File: config.mk
export PLATFORM = sky130hd
export DESIGN_NAME = camera_request_parser_top
export DESIGN_NICKNAME = d
export VERILOG_FILES = /design/src/design/crp_pkg.sv /design/src/design/crp_front.sv /design/src/design/crp_fifo.sv /design/src/design/camera_request_parser_top.sv
export SDC_FILE = /design/constraint.sdc
export NUM_CORES = 1
export LEC_CHECK = 0
export BUFFER_PORTS_ARGS = -buffer_cell sky130_fd_sc_hd__buf_2
export CAP_MARGIN = 20
export CORE_UTILIZATION = 40
export CTS_CLUSTER_SIZE = 40
export DETAILED_ROUTE_END_ITERATION = 7
export GPL_ROUTABILITY_DRIVEN = 0
export SYNTH_ARGS = -nofsm -noshare
export SYNTH_HDL_FRONTEND = slang
export SYNTH_HIERARCHICAL = 1
export SYNTH_SLANG_ARGS = --single-unit
export TNS_END_PERCENT = 30
File: constraint.sdc
create_clock -name i_clk -period 2.9 [get_ports i_clk]
set_input_delay 0.58 -clock i_clk [delete_from_list [all_inputs] [get_ports i_clk]]
set_output_delay 0.58 -clock i_clk [all_outputs]
set_load 0.05 [all_outputs]
File: src/design/crp_pkg.sv
// Shared types and constants for the camera request parser.
package crp_pkg;

    localparam logic [7:0] MAGIC_0        = 8'hCA;
    localparam logic [7:0] MAGIC_1        = 8'hFE;
    localparam logic [7:0] VERSION_OK     = 8'h01;
    localparam logic [3:0] BYTE_COUNT_MIN = 4'd10;
    localparam logic [2:0] LAST_INT_INDEX = 3'd6;

    localparam int FIFO_DEPTH = 4;
    localparam int FIFO_AW    = $clog2(FIFO_DEPTH);

    localparam logic [3:0] KIND_NONE = 4'd0;
    localparam logic [3:0] KIND_CAM  = 4'd8;
    localparam logic [3:0] KIND_IP   = 4'd9;

    typedef enum logic [3:0] {
        PH_MAGIC0,
        PH_MAGIC1,
        PH_VERSION,
        PH_INTS,
        PH_CAMLEN,
        PH_CAMCHR,
        PH_IPLEN,
        PH_IPCHR,
        PH_DONE,
        PH_HALT
    } t_phase;

    typedef enum logic [2:0] {
        ST_OK,
        ST_SHORT,
        ST_MAGIC,
        ST_VERSION,
        ST_INTS,
        ST_STRLEN,
        ST_STRING
    } t_status;

    typedef struct packed {
        logic [7:0] byte_in;
        logic       last_byte;
    } t_in;

    typedef struct packed {
        logic [3:0]         field_kind;
        logic signed [31:0] field_value;
        logic               finished;
        logic [2:0]         status;
    } t_out;

endpackage

File: src/design/crp_front.sv
// Front end: takes request bytes, tracks the parse phase and builds result beats.
module crp_front
    import crp_pkg::*;
(
    input  logic i_clk,
    input  logic i_rst_n,
    input  logic i_in_valid,
    output logic o_in_ready,
    input  t_in  i_in,
    input  logic i_full,
    output logic o_push,
    output t_out o_item
);

    t_phase      r_phase, n_phase;
    logic [3:0]  r_cnt, n_cnt;
    logic [23:0] r_word, n_word;
    logic [1:0]  r_biw, n_biw;
    logic [2:0]  r_fidx, n_fidx;
    logic [7:0]  r_rem, n_rem;
    t_status     r_err, n_err;

    logic        accept;
    logic        have;
    logic [3:0]  kind;
    logic [31:0] value;
    t_status     status;

    assign o_in_ready = !i_full;
    assign accept     = i_in_valid && o_in_ready;
    assign o_push     = accept && (have || i_in.last_byte);

    // next state of the parse
    always_comb begin
        n_phase = r_phase;
        n_cnt   = (r_cnt < BYTE_COUNT_MIN) ? r_cnt + 4'd1 : r_cnt;
        n_word  = r_word;
        n_biw   = r_biw;
        n_fidx  = r_fidx;
        n_rem   = r_rem;
        n_err   = r_err;
        unique case (r_phase)
            PH_MAGIC0: begin
                if (i_in.byte_in == MAGIC_0) begin
                    n_phase = PH_MAGIC1;
                end else begin
                    n_err   = ST_MAGIC;
                    n_phase = PH_HALT;
                end
            end
            PH_MAGIC1: begin
                if (i_in.byte_in == MAGIC_1) begin
                    n_phase = PH_VERSION;
                end else begin
                    n_err   = ST_MAGIC;
                    n_phase = PH_HALT;
                end
            end
            PH_VERSION: begin
                if (i_in.byte_in == VERSION_OK) begin
                    n_phase = PH_INTS;
                end else begin
                    n_err   = ST_VERSION;
                    n_phase = PH_HALT;
                end
            end
            PH_INTS: begin
                n_word = {i_in.byte_in, r_word[23:8]};
                n_biw  = r_biw + 2'd1;
                if (r_biw == 2'd3) begin
                    if (r_fidx >= LAST_INT_INDEX) begin
                        n_fidx  = '0;
                        n_phase = PH_CAMLEN;
                    end else begin
                        n_fidx = r_fidx + 3'd1;
                    end
                end
            end
            PH_CAMLEN: begin
                n_rem   = i_in.byte_in;
                n_phase = (i_in.byte_in == 8'd0) ? PH_IPLEN : PH_CAMCHR;
            end
            PH_CAMCHR: begin
                n_rem = r_rem - 8'd1;
                if (r_rem == 8'd1) begin
                    n_phase = PH_IPLEN;
                end
            end
            PH_IPLEN: begin
                n_rem   = i_in.byte_in;
                n_phase = (i_in.byte_in == 8'd0) ? PH_DONE : PH_IPCHR;
            end
            PH_IPCHR: begin
                n_rem = r_rem - 8'd1;
                if (r_rem == 8'd1) begin
                    n_phase = PH_DONE;
                end
            end
            default: begin
            end
        endcase
    end

    // result beat for this byte
    always_comb begin
        have  = 1'b0;
        kind  = KIND_NONE;
        value = '0;
        unique case (r_phase)
            PH_INTS: begin
                if (r_biw == 2'd3) begin
                    have  = 1'b1;
                    kind  = {1'b0, r_fidx} + 4'd1;
                    value = {i_in.byte_in, r_word};
                end
            end
            PH_CAMCHR: begin
                have  = 1'b1;
                kind  = KIND_CAM;
                value = {24'd0, i_in.byte_in};
            end
            PH_IPCHR: begin
                have  = 1'b1;
                kind  = KIND_IP;
                value = {24'd0, i_in.byte_in};
            end
            default: begin
            end
        endcase

        if (n_cnt < BYTE_COUNT_MIN) begin
            status = ST_SHORT;
        end else if (n_err != ST_OK) begin
            status = n_err;
        end else begin
            unique case (n_phase)
                PH_INTS:             status = ST_INTS;
                PH_CAMLEN, PH_IPLEN: status = ST_STRLEN;
                PH_CAMCHR, PH_IPCHR: status = ST_STRING;
                PH_DONE:             status = ST_OK;
                default:             status = ST_SHORT;
            endcase
        end

        o_item.field_kind  = kind;
        o_item.field_value = value;
        o_item.finished    = i_in.last_byte;
        o_item.status      = i_in.last_byte ? status : ST_OK;
    end

    always_ff @(posedge i_clk) begin
        if (!i_rst_n) begin
            r_phase <= PH_MAGIC0;
            r_cnt   <= '0;
            r_word  <= '0;
            r_biw   <= '0;
            r_fidx  <= '0;
            r_rem   <= '0;
            r_err   <= ST_OK;
        end else if (accept) begin
            if (i_in.last_byte) begin
                r_phase <= PH_MAGIC0;
                r_cnt   <= '0;
                r_word  <= '0;
                r_biw   <= '0;
                r_fidx  <= '0;
                r_rem   <= '0;
                r_err   <= ST_OK;
            end else begin
                r_phase <= n_phase;
                r_cnt   <= n_cnt;
                r_word  <= n_word;
                r_biw   <= n_biw;
                r_fidx  <= n_fidx;
                r_rem   <= n_rem;
                r_err   <= n_err;
            end
        end
    end

endmodule

File: src/design/crp_fifo.sv
// Back end: short result queue that drives the output channel.
module crp_fifo
    import crp_pkg::*;
(
    input  logic               i_clk,
    input  logic               i_rst_n,
    input  logic               i_push,
    input  t_out               i_item,
    output logic               o_full,
    output logic [FIFO_AW:0]   o_count,
    output logic               o_out_valid,
    input  logic               i_out_ready,
    output t_out               o_out
);

    t_out               r_mem [FIFO_DEPTH];
    logic [FIFO_AW-1:0] r_wr_ptr, r_rd_ptr;
    logic [FIFO_AW:0]   r_count, n_count;
    logic               pop;

    assign o_full      = (r_count == FIFO_AW'(0) + (FIFO_AW+1)'(FIFO_DEPTH));
    assign o_count     = r_count;
    assign o_out_valid = (r_count != '0);
    assign o_out       = r_mem[r_rd_ptr];
    assign pop         = o_out_valid && i_out_ready;

    always_comb begin
        n_count = r_count;
        if (i_push && !pop) begin
            n_count = r_count + 1'b1;
        end else if (pop && !i_push) begin
            n_count = r_count - 1'b1;
        end
    end

    always_ff @(posedge i_clk) begin
        if (i_push) begin
            r_mem[r_wr_ptr] <= i_item;
        end
    end

    always_ff @(posedge i_clk) begin
        if (!i_rst_n) begin
            r_wr_ptr <= '0;
            r_rd_ptr <= '0;
            r_count  <= '0;
        end else begin
            if (i_push) begin
                r_wr_ptr <= r_wr_ptr + 1'b1;
            end
            if (pop) begin
                r_rd_ptr <= r_rd_ptr + 1'b1;
            end
            r_count <= n_count;
        end
    end

endmodule

File: src/design/camera_request_parser_top.sv
// Camera request parser: byte-serial front end feeding a result queue.
// Output: each result beat is registered in the queue before it is offered.
// Throughput: one byte per cycle; input stalls only while the 4-beat queue is full,
// which the output side's ready sets.
// Reset: synchronous, active low; clears parse state and empties the queue.
module camera_request_parser_top
    import crp_pkg::*;
(
    input  logic i_clk,
    input  logic i_rst_n,
    input  logic i_in_valid,
    output logic o_in_ready,
    input  t_in  i_in,
    output logic o_out_valid,
    input  logic i_out_ready,
    output t_out o_out
);

    logic             push;
    logic             full;
    logic [FIFO_AW:0] count;
    t_out             item;

    crp_front u_front (
        .i_clk      (i_clk),
        .i_rst_n    (i_rst_n),
        .i_in_valid (i_in_valid),
        .o_in_ready (o_in_ready),
        .i_in       (i_in),
        .i_full     (full),
        .o_push     (push),
        .o_item     (item)
    );

    crp_fifo u_fifo (
        .i_clk       (i_clk),
        .i_rst_n     (i_rst_n),
        .i_push      (push),
        .i_item      (item),
        .o_full      (full),
        .o_count     (count),
        .o_out_valid (o_out_valid),
        .i_out_ready (i_out_ready),
        .o_out       (o_out)
    );

    a_count_bound: assert property (@(posedge i_clk) disable iff (!i_rst_n)
        count <= (FIFO_AW+1)'(FIFO_DEPTH))
        else $error("queue overflow");

    a_ready_full: assert property (@(posedge i_clk) disable iff (!i_rst_n)
        !o_in_ready |-> count == (FIFO_AW+1)'(FIFO_DEPTH))
        else $error("input stalled with queue space");

    a_status_unfinished: assert property (@(posedge i_clk) disable iff (!i_rst_n)
        o_out_valid && !o_out.finished |-> o_out.status == ST_OK)
        else $error("status set on a provisional beat");

    a_none_only_last: assert property (@(posedge i_clk) disable iff (!i_rst_n)
        o_out_valid && o_out.field_kind == KIND_NONE |-> o_out.finished)
        else $error("empty beat before the last byte");

endmodule

==> out/qor.log <==
INFO  sta            grt_setup_unrepaired=false
INFO  critical_path  critPathRequiredTime=3.14ns
INFO  clock_tree     cts.hold.buffers_added=0
INFO  die            floorplan.initialDensity=41.4%
INFO  sta            max_freq=381MHz
INFO  die            boundaryPins=55
INFO  critical_path  worst-endpoint-arrival=2.87ns
INFO  die            num_rows=54
INFO  logic_synthesis synth-edff-count=160
INFO  routing        drc_violations_left=0
INFO  logic_synthesis yosysSeqAreaShare=65.0%
INFO  clock_tree     cts.clk_slew.worst_paths=0.06ns
INFO  run            drv.max_cap_violation_count=0
INFO  logic_synthesis synth_xor_xnor_area_share=0.766%
INFO  routing        drtPass1Iterations=4
INFO  sta            min_period_over_period=90.5%
INFO  logic_synthesis async_flop_share=0%
INFO  logic_synthesis synthMuxAreaShare=10.3%
INFO  global_routing vias_in_the_first_global_route=5568
INFO  critical_path  critPathLaunchType=register
INFO  routing        number_of_drc_violations_after_detailed_routing_iteration_0=316
INFO  logic_synthesis mappedNetlistArea=9150squm
INFO  place          placement.io_buffers=54
INFO  logic_synthesis synth.ff_latch_count=217
INFO  logic_synthesis synthesis.instances=601
INFO  cells_and_area num-fill-cells=1887
INFO  min_path       timing.hold.worst.start=i_rst_n
INFO  run_status     status=completed
INFO  cells_and_area mostFrequentLayoutCell=sky130_fd_sc_hd__edfxtp_1
INFO  power_and_ir_drop power.leakage=3.70nW
INFO  clock_tree     numCtsBuffers=24
INFO  logic_synthesis yosysWarningCount=6
INFO  critical_path  worst_setup_path_end_kind=register
INFO  clock_tree     clock_tree_from_tritoncts=yes
INFO  clock_tree     cts.path.max_buffers=3
INFO  clock_tree     clock_latency=0.51ns
INFO  routing        drt.antenna.violating_nets=0
INFO  die            die_width=153microns
INFO  die            die_height=153microns
INFO  min_path       hold_path_end=u_front/r_cnt[2]
INFO  critical_path  critical_path.reg2reg.endpoint=u_fifo/r_mem[3][0]
INFO  place          dp.final_hpwl=12800microns
INFO  min_path       number_of_instances_on_the_worst_hold_path=2
INFO  logic_synthesis area_share_of_the_largest_cell_type_after_synthesis=52.5%
INFO  sta            total_of_endpoints_with_negative_setup_slack_in_the_final_report=0
INFO  logic_synthesis synth.net_count=625
INFO  sta            worst-slew-pin-transition=0.544ns
INFO  routing        postRouteWirelength=19300microns
INFO  global_routing gr-usage-all-layers=16.7%
INFO  cells_and_area layout_cell_share_with_drive_strength_beyond_1=27.4%
INFO  logic_synthesis synth_top_family_by_area=simple AND/OR/NAND/NOR gates
INFO  critical_path  cpMaxStageDelayCell=sky130_fd_sc_hd__or4_4
INFO  place          placed_cells=935
INFO  clock_tree     cts_root_buf=sky130_fd_sc_hd__clkbuf_16
INFO  cells_and_area antennaDiodeCount=0
INFO  power_and_ir_drop worst_vdd_ir=0.558mV
INFO  critical_path  worst-r2r-cell-count=6
INFO  min_path       min-delay-path-class=input port to register
INFO  logic_synthesis synth-simple-area-share=10.9%
INFO  die            fp.coreArea=22100squm
INFO  critical_path  path_delay_family=simple AND/OR/NAND/NOR gates
INFO  die            die_area=23500squm
INFO  global_routing grt_overflow_total=0
INFO  cells_and_area syn2layout_area_growth=16.9%
INFO  critical_path  critical-path-max-stage-delay=0.48ns
INFO  sta            slew_headroom=63.5%
INFO  logic_synthesis synth_area_leaders=sky130_fd_sc_hd__edfxtp_1 53%, sky130_fd_sc_hd__dfxtp_1 12%, sky130_fd_sc_hd__mux4_2 9.8%
INFO  logic_synthesis postSynth.topFlopCell=sky130_fd_sc_hd__edfxtp_1
INFO  global_routing antenna_violations_before_repair=0
INFO  sta            clock-skew-final=0.0153ns
INFO  sta            final_report_max_slew_violation_count=0
INFO  critical_path  worstPathBufferInverterCount=0
INFO  power_and_ir_drop power_per_cell_area=816nW/um^2
INFO  logic_synthesis synth-compound-area-share=8.50%
INFO  cells_and_area fin_nets=705
INFO  sta            fin_setup_tns=0ns
INFO  global_routing grt_pass1_wl=30800microns
INFO  clock_tree     cts-htree-levels=1
INFO  logic_synthesis ys_types=62
INFO  global_routing grt_max_degree=41
INFO  logic_synthesis postSynthAreaPerCell=15.2squm
INFO  cells_and_area mostFrequentLayoutCells=160 x sky130_fd_sc_hd__edfxtp_1, 54 x sky130_fd_sc_hd__buf_2, 54 x sky130_fd_sc_hd__dfxtp_1, 41 x sky130_fd_sc_hd__nor2b_1, 40 x sky130_fd_sc_hd__mux4_2
INFO  critical_path  reg2reg_setup_slack=0.28ns
INFO  cells_and_area area.sequential=5950squm
INFO  sta            finalHoldViolCount=0
INFO  critical_path  path_max_fanout=8
INFO  routing        route.detailed.vias_per_inst=5.57
INFO  clock_tree     clkSinkCount=217
INFO  critical_path  path_class=register to register
INFO  routing        routed_wire_length_per_instance=19.8microns
INFO  cells_and_area multiInputGateArea=2940squm
INFO  logic_synthesis yosysTopAreaCell=sky130_fd_sc_hd__edfxtp_1
INFO  critical_path  rr_startpoint=u_front/r_rem[3]
INFO  sta            finalCriticalPeriod=2.62ns
INFO  cells_and_area instances_no_fill=978
INFO  critical_path  worst_path_cell_trace=nor4_4 > a31oi_1 > a221o_1 > or4_4 > or4_1 > a32o_1
INFO  routing        via_count=5451
INFO  logic_synthesis post_synth_fa_ha_maj_area_fraction=1.59%
==> worst register-to-register path, stage by stage (launching register included) <==
cell	delay (ns)
sky130_fd_sc_hd__dfxtp_1	0.41
sky130_fd_sc_hd__nor4_4	0.35
sky130_fd_sc_hd__a31oi_1	0.14
sky130_fd_sc_hd__a221o_1	0.28
sky130_fd_sc_hd__or4_4	0.48
sky130_fd_sc_hd__or4_1	0.43
sky130_fd_sc_hd__a32o_1	0.28
==> what timing repair did <==
item                                    CTS  global route
buffers inserted                          0             0
gates resized for setup                   0             1
endpoints found under the setup margin    0             1
==> cell families (layout without fill, tap and decap cells) <==
group	after synthesis	in the layout
adder cells (fa/ha/maj)	11	11
buffers and inverters	48	145
flip-flops	217	217
AO/OA/AOI/OAI	108	108
AND/OR/NAND/NOR	165	165
XOR/XNOR	8	8
multiplexers	44	44
==> worst max path at each step <==
stage	slack, ns	cells past startpoint	end	startpoint
after detailed placement	-0.04	7	u_fifo/r_mem[3][0]	i_in[5]
final	0.28	6	u_fifo/r_mem[3][0]	u_front/r_rem[3]
after global placement	-0.02	8	u_fifo/r_mem[0][0]	i_in[5]
after floorplan	-0.31	8	u_fifo/r_mem[1][0]	u_front/r_phase[0]
after global routing	0.1	11	u_fifo/o_count[2]	u_front/r_phase[1]
after CTS	0.14	11	u_fifo/o_count[2]	u_front/r_phase[1]
==> per-stage QoR <==
| stage | setup WS, ns | hold slack (ns) | total power, mW | area [sq um] | utilization, % |
|---|---|---|---|---|---|
| floorplan | -0.307 | 0.463 | 5.42 | 9150 | - |
| global placement | -0.0150 | 0.490 | 5.82 | 9910 | 44.9 |
| detailed placement | -0.0366 | 0.496 | 5.86 | 9910 | 44.9 |
| CTS | 0.139 | 0.465 | 8.84 | 10700 | 48.4 |
| global route | 0.0951 | 0.486 | 9.07 | 10700 | 48.4 |
| finish | 0.275 | 0.473 | 8.73 | 10700 | 48.4 |
==> cells in the mapped netlist (all sizes together) (10+ instances only) <==
cell type,number
edfxtp,160
mux4,40
dfxtp,57
o21ai,22
ha,10
nor2b,41
nand2,15
a21oi,13
clkbuf,25
inv,10
and3,31
a22oi,30
and2,16
nor2,17
buf,13
==> state kept, by name (all words and copies together) (netlist names), named ones only <==
register	cells
u_front/r_cnt	4
u_fifo/r_rd_ptr	2
u_front/r_biw	2
u_front/r_word	24
u_fifo/r_mem	160
u_front/r_fidx	3
u_front/r_rem	8
u_front/r_phase	4
u_front/r_err	3
u_fifo/r_wr_ptr	2
u_fifo/o_count	3
==> per-layer routing <==
layer  part of all wire, %  wire length, microns  track usage [%]  vias to the layer above
met3                   4.1                   787             2.78                       35
met1                    44                  8590             22.6                     2775
met5                     0                     0                0                        -
li1                      -                     -                -                     2521
met4                   1.8                   356             3.80                        0
met2                    50                  9600             28.1                      120
==> where the power goes <==
part	switching, mW	internal [mW]
clock	1.18	1.79
sequential	0.0907	3.45
combinational	1.46	0.747
==> cell type report <==
cell class                 instances  share of cell area (%)
clock buffer                      27                    5.72
clock inverter                    16                    1.59
inverter                          10                   0.351
multi-input combinational        336                    27.5
sequential                       217                    55.6
tap                              280                    3.28
timing repair buffer              92                    5.90
No activity file was read; power rests on OpenSTA's default activity.
